<file path="config.mk">
export PLATFORM = sky130hd
export DESIGN_NAME = html_tag_strip_text_render_top
export DESIGN_NICKNAME = d
export VERILOG_FILES = /design/src/sv/htsr_pkg.sv /design/src/sv/htsr_front.sv /design/src/sv/htsr_queue.sv /design/src/sv/htsr_back.sv /design/src/sv/html_tag_strip_text_render_top.sv
export SDC_FILE = /design/constraint.sdc
export NUM_CORES = 1
export LEC_CHECK = 0
export BUFFER_PORTS_ARGS = -buffer_cell sky130_fd_sc_hd__buf_2
export CAP_MARGIN = 30
export CORE_ASPECT_RATIO = 1.5
export CORE_MARGIN = 2
export CORE_UTILIZATION = 30
export CTS_CLUSTER_SIZE = 20
export DETAILED_ROUTE_END_ITERATION = 10
export PLACE_DENSITY = 0.52
export SYNTH_ARGS = -nofsm -noshare
export SYNTH_HDL_FRONTEND = slang
export SYNTH_HIERARCHICAL = 1
export SYNTH_SLANG_ARGS = --single-unit
</file>
<file path="constraint.sdc">
create_clock -name clk -period 13 [get_ports clk]
set_input_delay 2.6 -clock clk [delete_from_list [all_inputs] [get_ports clk]]
set_output_delay 2.6 -clock clk [all_outputs]
set_load 0.01 [all_outputs]
</file>
<file path="src/sv/htsr_pkg.sv">
`default_nettype none

package htsr_pkg;

  // byte codes
  localparam logic [7:0] CH_LT = 8'h3C;
  localparam logic [7:0] CH_GT = 8'h3E;
  localparam logic [7:0] CH_CR = 8'h0D;
  localparam logic [7:0] CH_LF = 8'h0A;

  // tag prefix table
  localparam int NUM_PAT   = 8;
  localparam int PAT_IDX_W = 3;
  localparam int PAT_POS_W = 3;
  localparam int PAT_LEN_W = 4;

  localparam logic [PAT_IDX_W-1:0] PAT_HEAD_OPEN  = 3'd0;
  localparam logic [PAT_IDX_W-1:0] PAT_HEAD_CLOSE = 3'd1;
  localparam logic [PAT_IDX_W-1:0] PAT_H1_OPEN    = 3'd2;
  localparam logic [PAT_IDX_W-1:0] PAT_H1_CLOSE   = 3'd3;
  localparam logic [PAT_IDX_W-1:0] PAT_P_OPEN     = 3'd4;
  localparam logic [PAT_IDX_W-1:0] PAT_P_CLOSE    = 3'd5;
  localparam logic [PAT_IDX_W-1:0] PAT_LI_OPEN    = 3'd6;
  localparam logic [PAT_IDX_W-1:0] PAT_BR         = 3'd7;

  // prefixes left-justified in seven bytes, padding never compared
  localparam logic [55:0] PAT_TEXT [NUM_PAT] = '{
    "<head  ", "</head>", "<h1>   ", "</h1>  ",
    "<p>    ", "</p>   ", "<li>   ", "<br    "
  };
  localparam logic [PAT_LEN_W-1:0] PAT_LEN [NUM_PAT] = '{
    4'd5, 4'd7, 4'd4, 4'd5, 4'd3, 4'd4, 4'd4, 4'd3
  };

  // queue sizing
  localparam int QUEUE_DEPTH_DEF = 4;

  // kind of output run held in one queue entry
  typedef enum logic [2:0] {
    RUN_CHAR,
    RUN_CRLF,
    RUN_H1_OPEN,
    RUN_H1_CLOSE,
    RUN_ITEM
  } run_t;

  typedef struct packed {
    run_t       kind;
    logic [7:0] data;
  } cmd_t;

  typedef struct packed {
    logic full;
    logic empty;
  } q_stat_t;

  // byte of a tag prefix at a given position
  function automatic logic [7:0] pat_char(logic [PAT_IDX_W-1:0] idx,
                                          logic [PAT_POS_W-1:0] p);
    logic [55:0] s;
    s = PAT_TEXT[idx];
    return s[55 - 8 * p -: 8];
  endfunction

  // byte of a fixed string at a given position
  function automatic logic [7:0] run_char(run_t k, logic [2:0] idx);
    logic [47:0] s;
    case (k)
      RUN_CRLF:     s = {CH_CR, CH_LF, 32'h0};
      RUN_H1_OPEN:  s = {CH_CR, CH_LF, "=== "};
      RUN_H1_CLOSE: s = {" ===", CH_CR, CH_LF};
      RUN_ITEM:     s = {CH_CR, CH_LF, "  * "};
      default:      s = '0;
    endcase
    return s[47 - 8 * idx -: 8];
  endfunction

  // index of the last byte of a run
  function automatic logic [2:0] run_last(run_t k);
    logic [2:0] n;
    case (k)
      RUN_CHAR: n = 3'd0;
      RUN_CRLF: n = 3'd1;
      default:  n = 3'd5;
    endcase
    return n;
  endfunction

endpackage

`default_nettype wire

</file>
<file path="src/sv/htsr_front.sv">
`default_nettype none

module htsr_front (
  input  wire logic             clk,
  input  wire logic             rst_n,
  input  wire logic             in_valid,
  output logic                  in_ready,
  input  wire logic             in_req_type,
  input  wire logic [7:0]       in_char_in,
  input  wire htsr_pkg::q_stat_t q_stat,
  output logic                  push,
  output htsr_pkg::cmd_t        push_cmd
);
  import htsr_pkg::*;

  logic                 tag_r, tag_nxt;
  logic                 head_r, head_nxt;
  logic [NUM_PAT-1:0]   mask_r, mask_nxt;
  logic [PAT_POS_W-1:0] pos_r, pos_nxt;

  logic [NUM_PAT-1:0]   hit;
  logic [NUM_PAT-1:0]   done;
  logic [PAT_IDX_W-1:0] done_idx;
  logic                 emit;
  logic                 accept;

  assign in_ready = !q_stat.full;
  assign accept   = in_valid && in_ready;
  assign push     = accept && emit;

  // compare the byte against every live prefix
  always_comb begin
    hit      = '0;
    done     = '0;
    done_idx = '0;
    for (int i = 0; i < NUM_PAT; i++) begin
      if (mask_r[i] && ({1'b0, pos_r} < PAT_LEN[i]) &&
          (pat_char(i[PAT_IDX_W-1:0], pos_r) == in_char_in)) begin
        hit[i] = 1'b1;
        if ({1'b0, pos_r} + 4'd1 == PAT_LEN[i]) begin
          done[i]  = 1'b1;
          done_idx = i[PAT_IDX_W-1:0];
        end
      end
    end
  end

  // classify the word and work out the next parser state
  always_comb begin
    tag_nxt       = tag_r;
    head_nxt      = head_r;
    mask_nxt      = mask_r;
    pos_nxt       = pos_r;
    emit          = 1'b0;
    push_cmd.kind = RUN_CHAR;
    push_cmd.data = in_char_in;
    if (in_req_type) begin
      tag_nxt       = 1'b0;
      head_nxt      = 1'b0;
      mask_nxt      = '0;
      pos_nxt       = '0;
      emit          = 1'b1;
      push_cmd.kind = RUN_CRLF;
    end else if (in_char_in == CH_LT) begin
      tag_nxt  = 1'b1;
      mask_nxt = '1;
      pos_nxt  = 3'd1;
    end else begin
      if (mask_r != '0) begin
        if (|done) begin
          mask_nxt = '0;
          pos_nxt  = '0;
          unique case (done_idx)
            PAT_HEAD_OPEN:  head_nxt = 1'b1;
            PAT_HEAD_CLOSE: head_nxt = 1'b0;
            PAT_H1_OPEN: begin
              emit          = 1'b1;
              push_cmd.kind = RUN_H1_OPEN;
            end
            PAT_H1_CLOSE: begin
              emit          = 1'b1;
              push_cmd.kind = RUN_H1_CLOSE;
            end
            PAT_LI_OPEN: begin
              emit          = 1'b1;
              push_cmd.kind = RUN_ITEM;
            end
            PAT_P_OPEN, PAT_P_CLOSE, PAT_BR: begin
              emit          = 1'b1;
              push_cmd.kind = RUN_CRLF;
            end
          endcase
        end else begin
          mask_nxt = hit;
          pos_nxt  = (|hit) ? pos_r + 3'd1 : 3'd0;
        end
      end
      // plain text only outside tags and outside the head
      if (in_char_in == CH_GT) begin
        tag_nxt = 1'b0;
      end else if (!tag_r && !head_nxt && !emit) begin
        emit          = 1'b1;
        push_cmd.kind = RUN_CHAR;
      end
    end
  end

  // parser state
  always_ff @(posedge clk) begin
    if (!rst_n) begin
      tag_r  <= 1'b0;
      head_r <= 1'b0;
      mask_r <= '0;
      pos_r  <= '0;
    end else if (accept) begin
      tag_r  <= tag_nxt;
      head_r <= head_nxt;
      mask_r <= mask_nxt;
      pos_r  <= pos_nxt;
    end
  end

endmodule

`default_nettype wire

</file>
<file path="src/sv/htsr_queue.sv">
`default_nettype none

module htsr_queue #(
  parameter int DEPTH = htsr_pkg::QUEUE_DEPTH_DEF
) (
  input  wire logic          clk,
  input  wire logic          rst_n,
  input  wire logic          push,
  input  wire htsr_pkg::cmd_t push_cmd,
  input  wire logic          pop,
  output htsr_pkg::cmd_t     head_cmd,
  output htsr_pkg::q_stat_t  q_stat
);
  import htsr_pkg::*;

  localparam int PTR_W = (DEPTH > 1) ? $clog2(DEPTH) : 1;
  localparam int CNT_W = $clog2(DEPTH + 1);
  localparam logic [PTR_W-1:0] LAST_PTR = PTR_W'(DEPTH - 1);
  localparam logic [CNT_W-1:0] FULL_CNT = CNT_W'(DEPTH);

  cmd_t             entry_r [DEPTH];
  logic [PTR_W-1:0] wr_ptr_r, wr_ptr_nxt;
  logic [PTR_W-1:0] rd_ptr_r, rd_ptr_nxt;
  logic [CNT_W-1:0] cnt_r, cnt_nxt;
  logic             do_push, do_pop;

  assign q_stat.full  = (cnt_r == FULL_CNT);
  assign q_stat.empty = (cnt_r == '0);
  assign do_push      = push && !q_stat.full;
  assign do_pop       = pop && !q_stat.empty;
  assign head_cmd     = entry_r[rd_ptr_r];

  // pointer and count update
  always_comb begin
    wr_ptr_nxt = wr_ptr_r;
    rd_ptr_nxt = rd_ptr_r;
    cnt_nxt    = cnt_r;
    if (do_push) begin
      wr_ptr_nxt = (wr_ptr_r == LAST_PTR) ? '0 : wr_ptr_r + 1'b1;
    end
    if (do_pop) begin
      rd_ptr_nxt = (rd_ptr_r == LAST_PTR) ? '0 : rd_ptr_r + 1'b1;
    end
    if (do_push && !do_pop) begin
      cnt_nxt = cnt_r + 1'b1;
    end else if (do_pop && !do_push) begin
      cnt_nxt = cnt_r - 1'b1;
    end
  end

  always_ff @(posedge clk) begin
    if (!rst_n) begin
      wr_ptr_r <= '0;
      rd_ptr_r <= '0;
      cnt_r    <= '0;
    end else begin
      wr_ptr_r <= wr_ptr_nxt;
      rd_ptr_r <= rd_ptr_nxt;
      cnt_r    <= cnt_nxt;
    end
  end

  // entry storage
  always_ff @(posedge clk) begin
    if (do_push) begin
      entry_r[wr_ptr_r] <= push_cmd;
    end
  end

endmodule

`default_nettype wire

</file>
<file path="src/sv/htsr_back.sv">
`default_nettype none

module htsr_back (
  input  wire logic          clk,
  input  wire logic          rst_n,
  input  wire htsr_pkg::cmd_t head_cmd,
  input  wire htsr_pkg::q_stat_t q_stat,
  output logic               pop,
  output logic               out_valid,
  input  wire logic          out_ready,
  output logic [7:0]         out_byte,
  output logic               out_last_of_run
);
  import htsr_pkg::*;

  logic [2:0] idx_r, idx_nxt;
  logic       valid_r;
  logic [7:0] byte_r;
  logic       last_r;
  logic       load;
  logic       fire;
  logic [7:0] cur_byte;
  logic       cur_last;

  assign out_valid       = valid_r;
  assign out_byte        = byte_r;
  assign out_last_of_run = last_r;

  // output register takes a new word when empty or being drained
  assign load = !valid_r || out_ready;
  assign fire = load && !q_stat.empty;

  // pick the byte of the run at the current index
  always_comb begin
    cur_byte = (head_cmd.kind == RUN_CHAR) ? head_cmd.data
                                           : run_char(head_cmd.kind, idx_r);
    cur_last = (idx_r == run_last(head_cmd.kind));
    pop      = fire && cur_last;
    idx_nxt  = idx_r;
    if (fire) begin
      idx_nxt = cur_last ? 3'd0 : idx_r + 3'd1;
    end
  end

  // run index and output valid
  always_ff @(posedge clk) begin
    if (!rst_n) begin
      idx_r   <= '0;
      valid_r <= 1'b0;
    end else begin
      idx_r <= idx_nxt;
      if (load) begin
        valid_r <= fire;
      end
    end
  end

  // output payload
  always_ff @(posedge clk) begin
    if (fire) begin
      byte_r <= cur_byte;
      last_r <= cur_last;
    end
  end

endmodule

`default_nettype wire

</file>
<file path="src/sv/html_tag_strip_text_render_top.sv">
// channel | direction | handshake           | payload
// in      | input     | in_valid / in_ready   | in_req_type, in_char_in
// out     | output    | out_valid / out_ready | out_byte, out_last_of_run
//
// one input word per cycle while the queue is not full; plain text goes through
// a queue entry and then the output register; a tag string or end of document
// gives a run of up to six words, one a cycle while out_ready holds, paced by the
// single output register of the back end; the command queue between parser and
// emitter absorbs runs; in_ready drops only while it is full
// synchronous active-low reset clears parser state, queue and output valid
`default_nettype none

module html_tag_strip_text_render_top #(
  parameter int QUEUE_DEPTH = htsr_pkg::QUEUE_DEPTH_DEF
) (
  input  wire logic       clk,
  input  wire logic       rst_n,
  input  wire logic       in_valid,
  output logic            in_ready,
  input  wire logic       in_req_type,
  input  wire logic [7:0] in_char_in,
  output logic            out_valid,
  input  wire logic       out_ready,
  output logic [7:0]      out_byte,
  output logic            out_last_of_run
);
  import htsr_pkg::*;

  q_stat_t q_stat;
  cmd_t    push_cmd;
  cmd_t    head_cmd;
  logic    push;
  logic    pop;

  // parser and classifier
  htsr_front u_front (
    .clk         (clk),
    .rst_n       (rst_n),
    .in_valid    (in_valid),
    .in_ready    (in_ready),
    .in_req_type (in_req_type),
    .in_char_in  (in_char_in),
    .q_stat      (q_stat),
    .push        (push),
    .push_cmd    (push_cmd)
  );

  // command queue
  htsr_queue #(
    .DEPTH (QUEUE_DEPTH)
  ) u_queue (
    .clk      (clk),
    .rst_n    (rst_n),
    .push     (push),
    .push_cmd (push_cmd),
    .pop      (pop),
    .head_cmd (head_cmd),
    .q_stat   (q_stat)
  );

  // string emitter
  htsr_back u_back (
    .clk             (clk),
    .rst_n           (rst_n),
    .head_cmd        (head_cmd),
    .q_stat          (q_stat),
    .pop             (pop),
    .out_valid       (out_valid),
    .out_ready       (out_ready),
    .out_byte        (out_byte),
    .out_last_of_run (out_last_of_run)
  );

endmodule

`default_nettype wire

</file>
==> impl_metrics.tcl <==
set metrics [dict create \
    start_util_pct 30.59 \
    fin_skew_ns 0.008506 \
    synth_edf_count 53 \
    synthArstFlopShare_pct 0 \
    drtIter0Drc 323 \
    die_h_um 172.4 \
    regToRegSetupSlack_ns 6.75 \
    status "finished clean" \
    max-vdd-ir-drop_v 0.00006242 \
    setup_tns_ns 0 \
    grt_pass1_wl_um 23960 \
    ant_nets 0 \
    cts_setup_buffers 0 \
    track_usage_pct 15.45 \
    n_antenna_cell 0 \
    ys.flop_type "edfxtp_1" \
    num_rows 61 \
    wl_per_cell_um 17.89 \
    cts_resized 0 \
    overflow 0 \
    dpl.hpwl_um 10820 \
    yosysWarnings 6 \
    cpPeakStageDelay_ns 0.50 \
    power_density_mw_per_mm2 154.5 \
    grt_max_degree 47 \
    antenna_found_initial 0 \
    nets 604 \
    rsz0062_at_grt "false" \
    synth_area_per_cell_sq_um 9.601 \
    synth_area_leaders "edfxtp_1 (28%), dfxtp_1 (9.2%), mux4_2 (4.4%), nand2_1 (3.0%), o21ai_0 (2.9%)" \
    cts-root-buf "clkbuf_16" \
    core_area_sq_mm 0.01855 \
    portBuffers 23 \
    dieArea_sq_mm 0.02005 \
    worstMarginPinSlew_ns 0.9086 \
    r2r-end "u_queue/cnt_r[2]" \
    wl_um 14940 \
    gp_congestion 1.017 \
    slew_headroom_pct 38.65 \
    min_from "u_front/tag_r" \
    start_kind "primary input" \
    worst_ep_arrival_time_ns 6.73 \
    first_pass_iters 5 \
    area_growth_pct 9.261 \
    seq_area_frac_synth_pct 37.22 \
    reg2reg_depth 20 \
    clk_pin_slew_ns 0.06 \
    drc 0 \
    fp.dieW_um 116.3 \
    yosysTopAreaCell "edfxtp_1" \
    grt_pass1_vias 4481 \
    htreeDepth 3 \
    drv_slew 0 \
    syn_nets 617 \
    leakagePower_nw 2.051 \
    clock_tree.buffer_depth 2 \
    ys_seq_elements 79 \
    cts_made_buffers 9 \
    utilization_pct 33.43 \
    via_per_inst 5.496 \
    period_minus_slack_ns 6.468 \
    crit_path_end_kind "register" \
    vias 4589 \
    synth_cell_types 90 \
    fmax_ghz 0.1546 \
    clock_latency_ns 0.33 \
    cts_hold_repair.buffers 0 \
    synth_top_area_share_pct 28.05 \
    ioPinCount 24 \
    min-delay-path-class "register to register" \
    cp.required_ns 13.26 \
    cp_slowest_cell "a311oi_1" \
    cts.sinks 79 \
    setup_viol 0 \
    synthCells 591 \
    maxCapViolCount 0 \
    worstSetupPathType "primary input to register" \
    min_period_over_period_pct 49.76 \
    hold_path_depth 2 \
    critPathMaxFanout 18 \
    cts_tree "done" \
    drive_above_1_share_pct 14.07 \
    syn-cell-area_sq_mm 0.005674 \
    finalHoldViolCount 0 \
    crit_chain "buf_2, or3b_1, a21boi_0, a311oi_1, nor3_1, o21ai_0, inv_1, a2111oi_4, mux2i_1, o22ai_1, nor2b_1, ha_1, inv_1, fa_1, xor2_1, or3_1, a21boi_0" \
    r2r_start "u_front/pos_r[0]" \
    hold_end "u_front/tag_r" \
]
## cell usage in the layout, fill, tap and decap left out, drive strengths merged, types with 11 or more instances in the layout
cell type	count
nand3	12
buf	29
nand2b	17
nor2	31
nor2b	12
edfxtp	53
dfxtp	26
mux4	11
inv	18
ha	12
a21oi	31
xnor2	11
nand2	48
o21ai	38
nor3	22
and2	13
## power breakdown
group          switching (mW)  internal (mW)  total (mW)
clock                  0.0958          0.207       0.303
combinational           0.166          0.114       0.280
sequential             0.0339          0.341       0.375
total                   0.296          0.662       0.958
## logic make-up after synthesis
family                   Yosys count  share of synthesized area [%]
AND/OR/NAND/NOR                  230                          23.70
flip-flops                        79                          37.22
AO/OA/AOI/OAI                    159                          20.33
multiplexers                      19                          5.799
buffers and inverters             72                          6.748
XOR/XNOR                          19                          3.197
adder cells (fa/ha/maj)           13                          2.999
## state kept, by name, summed over array words and instances, names as in the netlist, 2 cells and up, named ones only
| register | count |
|---|---|
| u_back/out_byte | 8 |
| u_queue/entry_r | 44 |
| u_queue/wr_ptr_r | 2 |
| u_front/mask_r | 8 |
| u_back/idx_r | 3 |
| u_queue/rd_ptr_r | 2 |
| u_front/pos_r | 3 |
| u_queue/cnt_r | 3 |
## cell usage after synthesis, drive strengths merged (12+ instances only)
library cell and instances:
nand3 12, clkbuf 22, a21oi 31, nand2b 17, ha 12, and2 13
o21ai 38, dfxtp 26, inv 18, nand2 48, buf 31, nor2 31
nor2b 12, nor3 22, edfxtp 53
## area by class of cell
type / count / area [sq um]
clock buffers: 10 / 229.0
fillers: 1901 / 12350
flip-flops and latches: 79 / 2112
multi-input cells: 440 / 3179
inverters: 19 / 71.32
well taps: 252 / 315.3
repair buffers: 29 / 160.2
clock inverters: 6 / 132.6
## through the flow
step / area [sq um] / cells / worst slack (ns) / hold WS, ns / power, mW
final: 6200 / 835 / 6.532 / 0.4875 / 0.9577
after global routing: 6200 / 835 / 6.120 / 0.5379 / 1.022
after CTS: 6200 / 835 / 6.529 / 0.4980 / 0.9699
after detailed placement: 5838 / 819 / 6.183 / 0.4894 / 0.6647
after global placement: 5831 / 818 / 6.282 / 0.4679 / 0.6495
after floorplan: 5674 / 591 / 6.874 / 0.4402 / 0.5881
## worst max-delay path, delay by kind of cell
kind	cells	cell delay, ns
AOI/OAI and AO/OA	6	1.59
xor gates and xnor gates	1	0.15
adders and majority gates	2	0.64
buffers and inverters	3	0.49
and+or+nand+nor	4	1.13
muxes	1	0.12
## metal layers
metal	vias to the layer above	share of wire (%)	GRT usage, %
li1	2207	-	-
met1	2255	38	16.57
met2	95	54	28.34
met3	32	2.6	2.138
met4	0	4.9	9.058
met5	-	0	0
## worst max path at each step
stage | start | endpoint | slack [ns] | cells after the start
2_1_floorplan | in_char_in[4] | u_queue/cnt_r[2] | 6.87 | 18
3_3_place_gp | in_char_in[6] | u_queue/cnt_r[2] | 6.28 | 16
3_5_place_dp | in_char_in[5] | u_queue/cnt_r[2] | 6.18 | 17
4_1_cts | in_char_in[5] | u_queue/cnt_r[2] | 6.53 | 17
5_1_grt | in_char_in[3] | u_queue/cnt_r[2] | 6.12 | 17
6_report | in_char_in[5] | u_queue/cnt_r[2] | 6.53 | 17
Power figures use the tool's default switching activity.
